<file path="config.mk">
export PLATFORM = sky130hd
export DESIGN_NAME = shared_two_ended_stack
export DESIGN_NICKNAME = d
export VERILOG_FILES = /design/src/rtl/core/stes_pkg.sv /design/src/rtl/core/stes_ctrl.sv /design/src/rtl/core/stes_dp.sv /design/src/rtl/core/shared_two_ended_stack.sv
export SDC_FILE = /design/constraint.sdc
export NUM_CORES = 1
export LEC_CHECK = 0
export BUFFER_PORTS_ARGS = -buffer_cell sky130_fd_sc_hd__buf_2
export CAP_MARGIN = 20
export CORE_MARGIN = 2
export CORE_UTILIZATION = 48
export CTS_BUF_LIST = sky130_fd_sc_hd__clkbuf_8 sky130_fd_sc_hd__clkbuf_16
export DETAILED_ROUTE_END_ITERATION = 10
export GPL_TIMING_DRIVEN = 1
export SLEW_MARGIN = 30
export SYNTH_ARGS = -nofsm -noshare
export SYNTH_HDL_FRONTEND = slang
export SYNTH_HIERARCHICAL = 1
export SYNTH_SLANG_ARGS = --single-unit
</file>
<file path="constraint.sdc">
create_clock -name clock -period 9.8 [get_ports clock]
set_input_delay 1.96 -clock clock [delete_from_list [all_inputs] [get_ports clock]]
set_output_delay 1.96 -clock clock [all_outputs]
set_load 0.1 [all_outputs]
</file>
<file path="src/rtl/core/stes_pkg.sv">
// Shared two-ended stack: types and constants common to all files.
// No dependencies.
package stes_pkg;

   localparam int WORD_W   = 32;
   localparam int STATUS_W = 2;

   localparam logic [STATUS_W-1:0] ST_OK    = 2'd0;
   localparam logic [STATUS_W-1:0] ST_FULL  = 2'd1;
   localparam logic [STATUS_W-1:0] ST_EMPTY = 2'd2;

   localparam logic OP_PUSH   = 1'b0;
   localparam logic OP_POP    = 1'b1;
   localparam logic SIDE_LOW  = 1'b0;
   localparam logic SIDE_HIGH = 1'b1;

   typedef struct packed {
      logic load;
      logic exec;
   } stes_cmd_type;

endpackage

</file>
<file path="src/rtl/core/stes_ctrl.sv">
// Shared two-ended stack: controller state machine.
// Depends on stes_pkg; drives commands into stes_dp.
module stes_ctrl
   import stes_pkg::*;
(
   input  logic         clock,
   input  logic         reset,
   input  logic         start,
   output logic         busy,
   output logic         rsp_strobe,
   output stes_cmd_type cmd
);

   localparam logic [1:0] S_IDLE = 2'd0;
   localparam logic [1:0] S_EXEC = 2'd1;
   localparam logic [1:0] S_RESP = 2'd2;

   logic [1:0] state_ff;
   logic [1:0] state_in;
   logic       accept;

   assign accept = start && !busy;

   always_comb begin
      state_in = state_ff;
      case (state_ff)
         S_IDLE: begin
            if (accept) state_in = S_EXEC;
         end
         S_EXEC: begin
            state_in = S_RESP;
         end
         S_RESP: begin
            state_in = accept ? S_EXEC : S_IDLE;
         end
         default: begin
            state_in = S_IDLE;
         end
      endcase
   end

   always_ff @(posedge clock) begin
      if (reset) begin
         state_ff <= S_IDLE;
      end else begin
         state_ff <= state_in;
      end
   end

   assign busy       = (state_ff == S_EXEC);
   assign rsp_strobe = (state_ff == S_RESP);
   assign cmd.load   = accept;
   assign cmd.exec   = (state_ff == S_EXEC);

   a_accept_exec: assert property (@(posedge clock) disable iff (reset)
      accept |=> cmd.exec)
      else $error("accepted item not executed");

   a_exec_resp: assert property (@(posedge clock) disable iff (reset)
      cmd.exec |=> rsp_strobe)
      else $error("executed item gave no result");

   a_resp_source: assert property (@(posedge clock) disable iff (reset)
      rsp_strobe |-> $past(cmd.exec))
      else $error("result without execution");

endmodule

</file>
<file path="src/rtl/core/stes_dp.sv">
// Shared two-ended stack: datapath with pointers, store and result registers.
// Depends on stes_pkg; commanded by stes_ctrl.
module stes_dp
   import stes_pkg::*;
#(
   parameter int DEPTH = 16
)
(
   input  logic                       clock,
   input  logic                       reset,
   input  stes_cmd_type               cmd,
   input  logic                       req_op,
   input  logic                       req_side,
   input  logic signed [WORD_W-1:0]   req_value,
   output logic [STATUS_W-1:0]        rsp_status,
   output logic signed [WORD_W-1:0]   rsp_popped
);

   localparam int PTR_W  = $clog2(DEPTH + 1);
   localparam int ADDR_W = (DEPTH > 1) ? $clog2(DEPTH) : 1;
   localparam logic [PTR_W-1:0] PTR_TOP = PTR_W'(DEPTH);
   localparam logic [PTR_W-1:0] PTR_ONE = PTR_W'(1);

   logic [WORD_W-1:0]   store [DEPTH];

   logic                op_ff;
   logic                side_ff;
   logic [WORD_W-1:0]   value_ff;
   logic [PTR_W-1:0]    low_count_ff;
   logic [PTR_W-1:0]    low_count_in;
   logic [PTR_W-1:0]    high_bottom_ff;
   logic [PTR_W-1:0]    high_bottom_in;
   logic [STATUS_W-1:0] status_ff;
   logic [STATUS_W-1:0] status_in;
   logic [WORD_W-1:0]   rd_data_ff;

   logic                full;
   logic                low_empty;
   logic                high_empty;
   logic                wr_en;
   logic [PTR_W-1:0]    ptr;

   assign full       = (low_count_ff == high_bottom_ff);
   assign low_empty  = (low_count_ff == '0);
   assign high_empty = (high_bottom_ff == PTR_TOP);

   always_comb begin
      status_in      = ST_OK;
      low_count_in   = low_count_ff;
      high_bottom_in = high_bottom_ff;
      wr_en          = 1'b0;
      ptr            = low_count_ff;
      if (op_ff == OP_PUSH) begin
         if (full) begin
            status_in = ST_FULL;
         end else if (side_ff == SIDE_LOW) begin
            wr_en        = 1'b1;
            ptr          = low_count_ff;
            low_count_in = low_count_ff + PTR_ONE;
         end else begin
            wr_en          = 1'b1;
            ptr            = high_bottom_ff - PTR_ONE;
            high_bottom_in = high_bottom_ff - PTR_ONE;
         end
      end else if (side_ff == SIDE_LOW) begin
         ptr = low_count_ff - PTR_ONE;
         if (low_empty) begin
            status_in = ST_EMPTY;
         end else begin
            low_count_in = low_count_ff - PTR_ONE;
         end
      end else begin
         ptr = high_bottom_ff;
         if (high_empty) begin
            status_in = ST_EMPTY;
         end else begin
            high_bottom_in = high_bottom_ff + PTR_ONE;
         end
      end
   end

   always_ff @(posedge clock) begin
      if (cmd.load) begin
         op_ff    <= req_op;
         side_ff  <= req_side;
         value_ff <= req_value;
      end
      if (cmd.exec) begin
         status_ff <= status_in;
      end
   end

   always_ff @(posedge clock) begin
      if (reset) begin
         low_count_ff   <= '0;
         high_bottom_ff <= PTR_TOP;
      end else if (cmd.exec) begin
         low_count_ff   <= low_count_in;
         high_bottom_ff <= high_bottom_in;
      end
   end

   always_ff @(posedge clock) begin
      if (cmd.exec && wr_en) begin
         store[ptr[ADDR_W-1:0]] <= value_ff;
      end
      if (cmd.exec && (op_ff == OP_POP)) begin
         rd_data_ff <= store[ptr[ADDR_W-1:0]];
      end
   end

   assign rsp_status = status_ff;
   assign rsp_popped = ((op_ff == OP_POP) && (status_ff == ST_OK)) ? rd_data_ff : '0;

   a_order: assert property (@(posedge clock) disable iff (reset)
      low_count_ff <= high_bottom_ff)
      else $error("stack tops crossed");

   a_bound: assert property (@(posedge clock) disable iff (reset)
      high_bottom_ff <= PTR_TOP)
      else $error("high pointer beyond store");

   a_full_hold: assert property (@(posedge clock) disable iff (reset)
      cmd.exec && (op_ff == OP_PUSH) && full |=>
         $stable(low_count_ff) && $stable(high_bottom_ff))
      else $error("refused push moved a pointer");

endmodule

</file>
<file path="src/rtl/core/shared_two_ended_stack.sv">
// Shared two-ended stack: top level joining controller and datapath.
// Depends on stes_pkg, stes_ctrl and stes_dp.
//
// Two stacks share one store of DEPTH 32-bit words: the low stack grows
// up from entry 0, the high stack grows down from entry DEPTH-1.
// Request channel: an item (req_op, req_side, req_value) is taken at a
// rising edge with start high and busy low.
// Result channel: rsp_status and rsp_popped are shown for one cycle with
// rsp_strobe high, once the item has been executed;
// the receiver cannot stall the block.
// The item is registered when taken, the next cycle updates the pointers
// and the store and registers the result, and the result is shown the
// cycle after; a new item may be taken in the cycle its predecessor's
// result is shown.
// A push when the tops meet gives status full; a pop on an empty side
// gives status empty and popped 0; neither changes the stacks.
// Reset empties both stacks at once; the store needs no clearing pass.
module shared_two_ended_stack
   import stes_pkg::*;
#(
   parameter int DEPTH = 16
)
(
   input  logic                       clock,
   input  logic                       reset,
   input  logic                       start,
   output logic                       busy,
   input  logic                       req_op,
   input  logic                       req_side,
   input  logic signed [WORD_W-1:0]   req_value,
   output logic                       rsp_strobe,
   output logic [STATUS_W-1:0]        rsp_status,
   output logic signed [WORD_W-1:0]   rsp_popped
);

   stes_cmd_type cmd;

   stes_ctrl u_ctrl (
      .clock      (clock),
      .reset      (reset),
      .start      (start),
      .busy       (busy),
      .rsp_strobe (rsp_strobe),
      .cmd        (cmd)
   );

   stes_dp #(
      .DEPTH (DEPTH)
   ) u_dp (
      .clock      (clock),
      .reset      (reset),
      .cmd        (cmd),
      .req_op     (req_op),
      .req_side   (req_side),
      .req_value  (req_value),
      .rsp_status (rsp_status),
      .rsp_popped (rsp_popped)
   );

endmodule
</file>
Yosys cells after proc, flatten, opt, wreduce, memory -nomap -nowiden:

Memories as Yosys holds them, arrays and structs flattened. A register that Yosys moved wholly into a read port is not among the register bits.
Index checks and enable logic that the tools add are counted.

* register bits after elaboration: 48
* RAM bits: 512
* bits of input ports: 37
* output and inout bits: 36
* logic and storage cells: 58
* memories: 1

Memory list
* u_dp.store: words 16, bits a word 32, rd ports 1, clocked after memory_dff 1, wr ports 1, line stes_dp.sv:24 `logic [WORD_W-1:0] store [DEPTH];`

* add/sub/neg operators: 4
* eq/ne operators: 8
* multiplexer cells: 27
* bitwise logic cells: 1
* reductions and logical operators: 10

Operator list (count)
* 5-bit 2-to-1 mux: 10
* 32-bit 2-to-1 mux: 1
* 4-bit 2-to-1 mux: 4
* 5-bit by 1-bit adder with 5-bit output (second input constant): 2
* 2-bit 2-to-1 mux: 5
* 5-bit by 1-bit subtractor with 5-bit output (second input constant): 2
* 4-bit AND reduction: 2
* 1-bit 2-to-1 mux: 6
* 2-bit case mux with 3 select lines: 1
* 5-bit == test: 1
* 5-bit == test (second input constant): 1
* 5-bit logical NOT: 1
* 1-bit logical AND: 4
* 2-bit logical NOT: 2
* 2-bit by 1-bit != test with 1-bit output (second input constant): 2
* 2-bit != test (second input constant): 2
* 2-bit by 1-bit == test with 1-bit output (second input constant): 1
* 2-bit == test (second input constant): 1
* 1-bit logical NOT: 1
* 1-bit inverter: 1

Longest topological paths before layout:

Gate-level depths: netlist of the first run.

* depth in word-level cells: 6
* gate-level depth with buffers: 12
* gate-level depth less buffers: 9

By module:

Netlist of the first run, hierarchy kept.

Modules (own cells, without submodules)
* stes_dp: instances 1, cells an instance 1121, area each 22856.9 um^2, seq. area each 17616.9 um^2
* stes_ctrl: instances 1, cells an instance 10, area each 88.8 um^2, seq. area each 40.0 um^2

Worst setup path before layout of the first run:

OpenSTA, ideal clock, no wires.

* path kind: register -> output
* start: reg u_dp.op_ff
* end: out rsp_popped[10]
* arrival: 2.585 ns
* required time: 7.840 ns
* path slack: 5.255 ns
* cell stages (with the launch flop): 7
* buffers on the path: 4
* cell sequence: edfxtp_1 > clkbuf_1 > clkbuf_1 > buf_1 > nor3b_1 > clkbuf_1 > and2_1

* cells in the longest elaborated chain, start to end: 2

Ends and longest elaborated chain
* start: declaration: line stes_dp.sv:26 `logic op_ff;`
* start signal: assignment: line stes_dp.sv:84 `op_ff <= req_op;`
* 1-bit logical AND: line stes_dp.sv:113 `assign rsp_popped = ((op_ff == OP_POP) && (status_ff == ST_OK)) ? rd_data_ff : '0;`
* 32-bit 2-to-1 mux: line stes_dp.sv:113
* end: declaration: line shared_two_ended_stack.sv:33 `output logic signed [WORD_W-1:0] rsp_popped`

No other way between the ends.

Final worst setup path of the first run:

* start: reg u_dp.high_bottom_ff[2]
* end: mem u_dp.store[7][12] (enable)

* cells in the longest elaborated chain, start to end: 6
* elaborated cells on any way between the ends: 11
* classes of those cells: add/sub: 1; eq/ne: 1; mux: 8; reduce/logical: 1

Ends and longest elaborated chain
* start: declaration: line stes_dp.sv:31 `logic [PTR_W-1:0] high_bottom_ff;`
* start signal: assignment: line stes_dp.sv:99 `high_bottom_ff <= high_bottom_in;`
* branches (longest 6 deep; another with 5-bit by 1-bit subtractor with 5-bit output)
* end: declaration: line stes_dp.sv:24

Several ways; the timed one is not identified.

==> qor.csv, run 1 <==
metric,value,unit
register area share after synthesis,77.0,%
vias in the first global route,11400,
first-pass GRT wire length,75200,µm
Seq pwr share,52.7,%
Worst EP arrival,4.95,ns
P_int,4.22,mW
synth unique cells,49,
Hold Fails Final Rpt,0,
Clock Latency Late Sink,0.61,ns
Clk network pwr share,39.4,%
GRT overflow,0,
final WL,50500,µm
CTS tree,done,
Post-Layout Inst Area,26000,µm²
worst slew margin relative to its limit,34.6,%
Post-synth EDFFs,580,
switch share,22.4,%
Final Critical Period,4.71,ns
Power Density,209,nW/µm²
Final setup viols,0,
CP most frequent cell,buf_4,
placed instance area,24200,µm²
# IOs,73,
status,completed,
switching power,1.22,mW
Max-Cap Viols,0,
Resize count post-CTS,0,
H-tree Lvls,2,
CTS buffer count,59,
CP required,10.04,ns
worst IR drop on VDD,0.000167,V
Worst Skew,0.0198,ns
Worst Tran Pin Value,0.981,ns
Iter 0 DRT Violations,1084,
pin count of the biggest net entering global routing,101,
syn_nets,1174,
Clock Path Buffers,3,
final setup TNS,0,ns
Setup crit end kind,register,
Initial Util,48.4,%
Port Buffer Count,72,
Total Routing Usage GR,20.9,%
Die W,223,µm
Area Growth Syn to Fin,13.4,%
critical path type,reg -> reg,
Clock Root Buffer,clkbuf_16,
Crit-path slowest cell,buf_4,
period utilisation layout,48.0,%
Pwr Total,5.43,mW
YS warnings,6,
P_leak,8.39,nW
cell area after synthesis,22900,µm²
"CTS clk-pin slew, worst paths",0.06,ns
CP max stage delay,0.81,ns
vias per cell,5.86,
drt wl/cell,26.7,µm
Yosys reg bits,592,
nets,1271,
cells after synthesis,1131,
setup bufs post-CTS,0,
synthesized area per cell,20.3,µm²
Combinational Power Share,7.9,%
DR DRC count,0,
Core Rows,80,
die area,49600,µm²
gpl congestion,0.736,
First-pass DRT Iterations,5,
worst-path cell chain,xor2_1 -> nor4_4 -> a311oi_1 -> nand2_4 -> buf_4 -> nand2b_1 -> nor2_4 -> buf_4,
share of cells above drive strength 1,26.4,%
Final ANT Viol Nets,0,
total number of vias,11100,
max-slew violations,0,
Placeable Area,47400,µm²
hpwl dp,26500,µm
Crit Path Max Fanout,62,
"commonest non-fill, non-tap cells in the layout","edfxtp_1 (580), mux4_2 (124), nand3_1 (74), buf_2 (72), nand2b_1 (66)",
"most common cell after layout, fill and taps aside",edfxtp_1,
ys flop type,edfxtp_1,
Async SR Flop Fraction,0,%
cts hold-fix bufs,0,
CP startpoint kind,register,
initial antenna violation count,1,
RSZ-0062 raised after global routing,no,
r2r setup slk,5.09,ns
CTS sink count,592,
Die Height,223,µm
Fmax achieved,212,MHz
Hold Path Class,reg -> reg,
-- critical path: cells and delay by family, from the launching register on --
family          cells  cell delay (ns)
xor+xnor            1             0.17
compound gates      1             0.30
flops               1             0.56
simple gates        4             1.93
buf+inv             2             1.35
-- synth_stat cells (10+ instances only) --
master    count  area, µm²
nand2b_1     66        413
clkbuf_1     31        116
dfxtp_1      12        240
edfxtp_1    580      17400
nand3_1      74        370
buf_4        10       75.1
nand2_1      12       45.0
and2_1       35        219
nand4_1      33        206
mux4_2      124       2790
nor2_1       28        105
-- final cells by class --
cell class                 instances  area (µm²)
clock buffer                      61        1530
antenna                            1        2.50
sequential                       592       17700
clock inverter                    47         312
multi-input combinational        466        5100
tap                              615         769
inverter                           9        33.8
timing repair buffer             100         616
fill                            3706       21400
-- state kept, by name, indices dropped and copies added (netlist names) --
register,cells
u_dp/low_count_ff,5
u_dp/store,512
u_dp/value_ff,32
u_dp/rd_data_ff,32
u_dp/side_ff,1
u_dp/high_bottom_ff,5
u_dp/rsp_status,2
u_ctrl/state_ff,2
u_dp/op_ff,1
-- per-stage QoR --
stage          util (%)  instances  worst slack (ns)  hold slack, ns
6_report           54.8       1891              5.09           0.451
5_1_grt            54.8       1891              4.77           0.481
4_1_cts            54.8       1890              5.06           0.452
3_5_place_dp       51.0       1782              5.09           0.443
3_3_place_gp       50.9       1780              5.15           0.434
2_1_floorplan         -       1131              5.26           0.418
-- metal layers --
| metal | global-route usage [%] | vias to the layer above | part of all wire (%) |
|---|---|---|---|
| met5 | 0 | - | 0 |
| met4 | 5.07 | 0 | 1.8 |
| met3 | 3.41 | 58 | 5.3 |
| met2 | 33.5 | 328 | 48 |
| met1 | 30.4 | 5875 | 45 |
| li1 | - | 4815 | - |
-- power groups by stage --
stage / combinational [mW] / clock (mW) / sequential (mW)
after global routing: 0.461 / 2.29 / 2.87
after detailed placement: 0.436 / 0 / 2.92
after CTS: 0.437 / 2.19 / 2.86
after global placement: 0.430 / 0 / 2.92
after floorplan: 0.318 / 0 / 2.90
final: 0.429 / 2.14 / 2.86
-- kinds of logic (layout without fill, tap and decap cells) --
| family | Yosys count | after routing | synth area share, % |
|---|---|---|---|
| compound gates | 43 | 43 | 1.35 |
| xor+xnor | 13 | 13 | 0.562 |
| fa+ha+maj | 6 | 6 | 0.327 |
| buf+inv | 73 | 217 | 1.57 |
| flops | 592 | 592 | 77.0 |
| mux | 130 | 130 | 12.4 |
| other cells | 0 | 1 | 0 |
| simple gates | 274 | 274 | 6.80 |
-- final timing paths --
kind,cells after the start,from,endpoint
max,8,u_dp/high_bottom_ff[2],u_dp/store[7][12]
min,1,u_ctrl/state_ff[0],u_ctrl/state_ff[0]
max reg2reg,8,u_dp/high_bottom_ff[2],u_dp/store[7][12]
min reg2reg,1,u_ctrl/state_ff[0],u_ctrl/state_ff[0]
No activity file was read; power rests on OpenSTA's default activity.
==> inputs of run 2 (changes only) <==
--- a/config.mk
+++ b/config.mk
@@ -5,6 +5,7 @@
 export SDC_FILE = /design/constraint.sdc
 export NUM_CORES = 1
 export LEC_CHECK = 0
+export ABC_AREA = 1
 export BUFFER_PORTS_ARGS = -buffer_cell sky130_fd_sc_hd__buf_2
 export CAP_MARGIN = 20
 export CORE_MARGIN = 2
@@ -12,6 +13,7 @@
 export CTS_BUF_LIST = sky130_fd_sc_hd__clkbuf_8 sky130_fd_sc_hd__clkbuf_16
 export DETAILED_ROUTE_END_ITERATION = 10
 export GPL_TIMING_DRIVEN = 1
+export PLACE_DENSITY = 0.66
 export SLEW_MARGIN = 30
 export SYNTH_ARGS = -nofsm -noshare
 export SYNTH_HDL_FRONTEND = slang
==> constraint.sdc (replaced) <==
create_clock -name clock -period 3.81 [get_ports clock]
set_input_delay 0.762 -clock clock [delete_from_list [all_inputs] [get_ports clock]]
set_output_delay 0.762 -clock clock [all_outputs]
set_load 0.1 [all_outputs]
==> qor.csv, run 2 <==
metric,value,unit
final WL,67700,µm
GRT overflow,0,
Power Density,485,nW/µm²
"commonest non-fill, non-tap cells in the layout","nand2_1 (657), inv_1 (635), edfxtp_1 (580), nand3_1 (267), nand4_1 (257)",
Area Growth Syn to Fin,11.6,%
Resize count post-CTS,0,
Placeable Area,55300,µm²
setup bufs post-CTS,0,
hpwl dp,34900,µm
multi-input logic area,6310,µm²
vias per cell,5.33,
P_leak,13.4,nW
CTS sink count,592,
first-pass GRT wire length,105000,µm
YS warnings,6,
Hold Path Class,in -> reg,
final setup TNS,0,ns
synth unique cells,32,
pre-CTS WS,0.757,ns
syn_nets,2748,
Die Height,241,µm
most instantiated cells after synthesis,"nand2_1 (659), inv_1 (628), edfxtp_1 (580), nand3_1 (267), nand4_1 (257)",
"top cells by area, synth","edfxtp_1 (65%), nand2_1 (9.2%), inv_1 (8.7%), nand4_1 (6.0%), nand3_1 (5.0%)",
ys flop type,edfxtp_1,
nets,2773,
synthesized area per cell,9.97,µm²
Port Buffer Count,72,
leading area contributor after synthesis,edfxtp_1,
worst setup slack after layout,0.418,ns
Core Rows,86,
CP startpoint kind,register,
Inst Count DP,3416,
initial antenna violation count,1,
worst IR drop on VDD,0.000504,V
vias in the first global route,18200,
Iter 0 DRT Violations,1743,
cell area after synthesis,27000,µm²
Worst EP arrival,2.63,ns
CTS tree,done,
Final ANT Viol Nets,0,
top-area cell type share of the netlist area,64.6,%
RSZ-0062 raised after global routing,no,
Fmax achieved,295,MHz
Clock Latency Late Sink,0.63,ns
CP required,3.05,ns
Clock Path Buffers,3,
status,completed,
H-tree Lvls,2,
register area share after synthesis,65.5,%
Total Routing Usage GR,23.7,%
Die W,241,µm
share of cells above drive strength 1,9.08,%
DR DRC count,0,
Crit Path Max Fanout,19,
Initial Util,48.7,%
gpl congestion,0.895,
"CTS clk-pin slew, worst paths",0.06,ns
"most common cell after layout, fill and taps aside",nand2_1,
total number of vias,18800,
fin cells,3523,
# IOs,73,
Worst Tran Pin Value,1.03,ns
Setup crit end kind,output pin,
Pwr Total,14.6,mW
drt wl/cell,19.2,µm
cells after synthesis,2705,
Clock Root Buffer,clkbuf_16,
"count leader, synth",nand2_1,
Max-Cap Viols,0,
Final setup viols,0,
Post-synth EDFFs,580,
Yosys reg bits,592,
CTS buffer count,59,
ANT cells,0,
Hold Fails Final Rpt,0,
max-slew violations,0,
Final Critical Period,3.39,ns
critical path type,reg -> out,
Worst Skew,0.0308,ns
Post-Layout Inst Area,30100,µm²
die area,58100,µm²
First-pass DRT Iterations,5,
cts hold-fix bufs,0,
pin count of the biggest net entering global routing,206,
placed instance area,28200,µm²
Register Area,17700,µm²
Async SR Flop Fraction,0,%
period utilisation layout,89.0,%
fillers,4801,
Largest register FFs,512,
worst slew margin relative to its limit,31.3,%
run 2: cell count changes in the layout (fill, tap and decap cells not counted), sizes merged, moves of 5 or more:
cell / previous run / this run
nand2: 12 / 660
inv: 26 / 646
nand4: 33 / 257
nand3: 74 / 271
mux4: 124 / 0
nand2b: 66 / 0
nor2: 28 / 66
and2: 35 / 0
buf: 100 / 129
o21ai: 9 / 21
a21oi: 7 / 13
a211oi: 5 / 0
clkinv: 23 / 28
run 2: final timing paths:
path | endpoint | depth (start not counted) | start | slack, ns
worst max-delay path | rsp_popped[0] | 5 | u_dp/op_ff | 0.42
worst min-delay path | u_dp/value_ff[31] | 1 | req_value[31] | 0.30
worst max register to register | u_dp/rd_data_ff[16] | 16 | u_dp/high_bottom_ff[2] | 0.65
worst min register to register | u_dp/low_count_ff[4] | 2 | u_dp/low_count_ff[4] | 0.51
run 2: critical path, stage by stage, from the launching register on:
cell and delay (ns):
edfxtp_1 0.35, buf_4 0.21, nand2_2 0.42, buf_4 0.40, nor2_1 0.16, buf_2 0.45
run 2: report_power, final:
| part | internal, mW | total, mW | switching (mW) |
|---|---|---|---|
| clock | 3.21 | 5.68 | 2.47 |
| sequential | 7.27 | 7.38 | 0.114 |
| combinational | 0.427 | 1.53 | 1.10 |
| total | 10.9 | 14.6 | 3.69 |
run 2: area by class of cell:
| type | count | share of cell area [%] |
|---|---|---|
| tap | 748 | 3.11 |
| clock inverter | 47 | 1.31 |
| inverter | 635 | 7.92 |
| clock buffer | 59 | 4.91 |
| sequential | 592 | 58.7 |
| timing repair buffer | 129 | 3.11 |
| multi-input combinational | 1313 | 21.0 |
run 2: kinds of logic after synthesis:
| kind of cell | count (synthesis) | share of synthesized area [%] |
|---|---|---|
| and+or+nand+nor | 1258 | 21.4 |
| DFF | 592 | 65.5 |
| adders and majority gates | 6 | 0.278 |
| buffers and inverters | 800 | 11.8 |
| AOI/OAI and AO/OA | 40 | 0.817 |
| xor gates and xnor gates | 9 | 0.292 |
run 2: metrics by stage:
stage               hold slack, ns  util (%)
floorplan                    0.465         -
global placement             0.497      50.9
detailed placement           0.503      51.0
finish                       0.301      54.4
global route                 0.278      54.4
CTS                          0.260      54.4
run 2: layer usage:
| metal | up-vias | track usage, % | share of wire (%) |
|---|---|---|---|
| met2 | 770 | 38.4 | 46 |
| met3 | 160 | 4.04 | 7.9 |
| met5 | - | 0 | 0.019 |
| met1 | 8970 | 31.8 | 42 |
| li1 | 8869 | - | - |
| met4 | 2 | 9.52 | 3.5 |
==> inputs of run 3 (changes only) <==
--- a/config.mk
+++ b/config.mk
@@ -6,14 +6,13 @@
 export NUM_CORES = 1
 export LEC_CHECK = 0
 export ABC_AREA = 1
-export BUFFER_PORTS_ARGS = -buffer_cell sky130_fd_sc_hd__buf_2
 export CAP_MARGIN = 20
 export CORE_MARGIN = 2
-export CORE_UTILIZATION = 48
+export CORE_UTILIZATION = 40
 export CTS_BUF_LIST = sky130_fd_sc_hd__clkbuf_8 sky130_fd_sc_hd__clkbuf_16
 export DETAILED_ROUTE_END_ITERATION = 10
+export DONT_BUFFER_PORTS = 1
 export GPL_TIMING_DRIVEN = 1
-export PLACE_DENSITY = 0.66
 export SLEW_MARGIN = 30
 export SYNTH_ARGS = -nofsm -noshare
 export SYNTH_HDL_FRONTEND = slang
==> qor.csv, run 3 (same netlist as run 2, synthesis figures left out) <==
metric,value,unit
Iter 0 DRT Violations,1826,
DR DRC count,0,
worst slew margin relative to its limit,26.5,%
nets,2738,
Power Density,488,nW/µm²
Combinational Power Share,10.4,%
Hold Fails Final Rpt,0,
critical path type,reg -> out,
CP most frequent cell,buf_4,
Clk network pwr share,39.7,%
GRT overflow,0,
Fmax achieved,286,MHz
fillers,6148,
CTS tree,done,
Clock Path Buffers,3,
Final Util,45.3,%
Crit Path Max Fanout,20,
Initial Util,40.3,%
Port Buffer Count,0,
drt wl/cell,19.6,µm
ANT cells,0,
period utilisation layout,91.8,%
max-slew violations,0,
Clock Root Buffer,clkbuf_16,
pin count of the biggest net entering global routing,165,
final setup TNS,0,ns
worst IR drop on VDD,0.000385,V
H-tree Lvls,2,
Post-Layout Inst Area,30300,µm²
total number of vias,18700,
Die W,264,µm
hold slack,0.204,ns
family with the most delay on the worst path,buffers and inverters,
worst-path cell chain,buf_4 -> nor2_1 -> nand2_2 -> buf_4 -> nor2_2 -> buf_4,
share of cells above drive strength 1,9.08,%
Crit-path slowest cell,buf_4,
CP required,3.05,ns
Clock Latency Late Sink,0.63,ns
Worst EP arrival,2.73,ns
Final setup viols,0,
"commonest non-fill, non-tap cells in the layout","nand2_1 (657), inv_1 (641), edfxtp_1 (580), nand3_1 (267), nand4_1 (257)",
CP startpoint kind,register,
final WL,70700,µm
CTS buffer count,60,
Worst Skew,0.0204,ns
RSZ-0062 raised after global routing,no,
CP max stage delay,0.43,ns
Area Growth Syn to Fin,12.4,%
Register Area,17700,µm²
vias per cell,5.19,
Setup crit end kind,output pin,
CTS sink count,592,
P_int,11.1,mW
placed instance area,28400,µm²
P_leak,13.2,nW
Total Routing Usage GR,20.4,%
Core Rows,95,
initial antenna violation count,0,
gpl congestion,0.884,
Worst Tran Pin Value,1.10,ns
hpwl dp,37400,µm
Final ANT Viol Nets,0,
die area,69500,µm²
Final Critical Period,3.50,ns
First-pass DRT Iterations,7,
Inst Count DP,3506,
"most common cell after layout, fill and taps aside",nand2_1,
fin cells,3614,
switching power,3.70,mW
Placeable Area,66900,µm²
pre-CTS WS,0.744,ns
Seq pwr share,50.0,%
Pwr Total,14.8,mW
Resize count post-CTS,0,
Largest register FFs,512,
Hold Path Class,in -> reg,
"CTS clk-pin slew, worst paths",0.06,ns
Max-Cap Viols,0,
vias in the first global route,18800,
first-pass GRT wire length,110000,µm
worst setup slack after layout,0.314,ns
setup bufs post-CTS,0,
Die Height,264,µm
status,completed,
multi-input logic area,6400,µm²
WP buf/inv,3,
r2r setup slk,0.69,ns
# IOs,73,
cts hold-fix bufs,0,
switch share,25.0,%
## run 3: worst reg2reg max path, cell delays in order (launching register included)
cell      delay (ns)
edfxtp_1        0.39
inv_1           0.60
nand3_4         0.21
nand3_4         0.17
buf_4           0.35
buf_4           0.62
nand2_1         0.15
nand3_1         0.11
nand2_1         0.07
nand2_1         0.06
nand2_1         0.06
inv_1           0.06
nand2_1         0.05
## run 3: layout make-up
| type | count | share of cell area, % |
|---|---|---|
| sequential | 592 | 58.2 |
| multi-input combinational | 1313 | 21.1 |
| inverter | 635 | 7.86 |
| clock buffer | 62 | 5.12 |
| tap | 873 | 3.60 |
| timing repair buffer | 93 | 2.77 |
| clock inverter | 46 | 1.30 |
## run 3: power by group through the flow
stage | sequential [mW] | clock (mW) | combinational [mW]
floorplan | 7.47 | 0 | 1.11
global placement | 7.52 | 0 | 1.51
detailed placement | 7.52 | 0 | 1.53
CTS | 7.38 | 5.99 | 1.54
global route | 7.39 | 6.23 | 1.71
finish | 7.38 | 5.86 | 1.53
## run 3: layer usage
metal	vias up	GRT usage, %	part of all wire (%)
li1	8800	-	-
met1	9107	27.4	43
met2	696	34.3	47
met3	144	2.65	6.4
met4	0	6.80	2.9
met5	-	0	0
## run 3: path summary, 6_finish.rpt
path,startpoint,end,cells past startpoint
setup / recovery,u_dp/rsp_status[1],rsp_popped[20],6
hold / removal,reset,u_ctrl/state_ff[1],1
setup reg to reg,u_dp/op_ff,u_dp/rd_data_ff[27],12
hold reg to reg,u_dp/low_count_ff[4],u_dp/low_count_ff[4],2
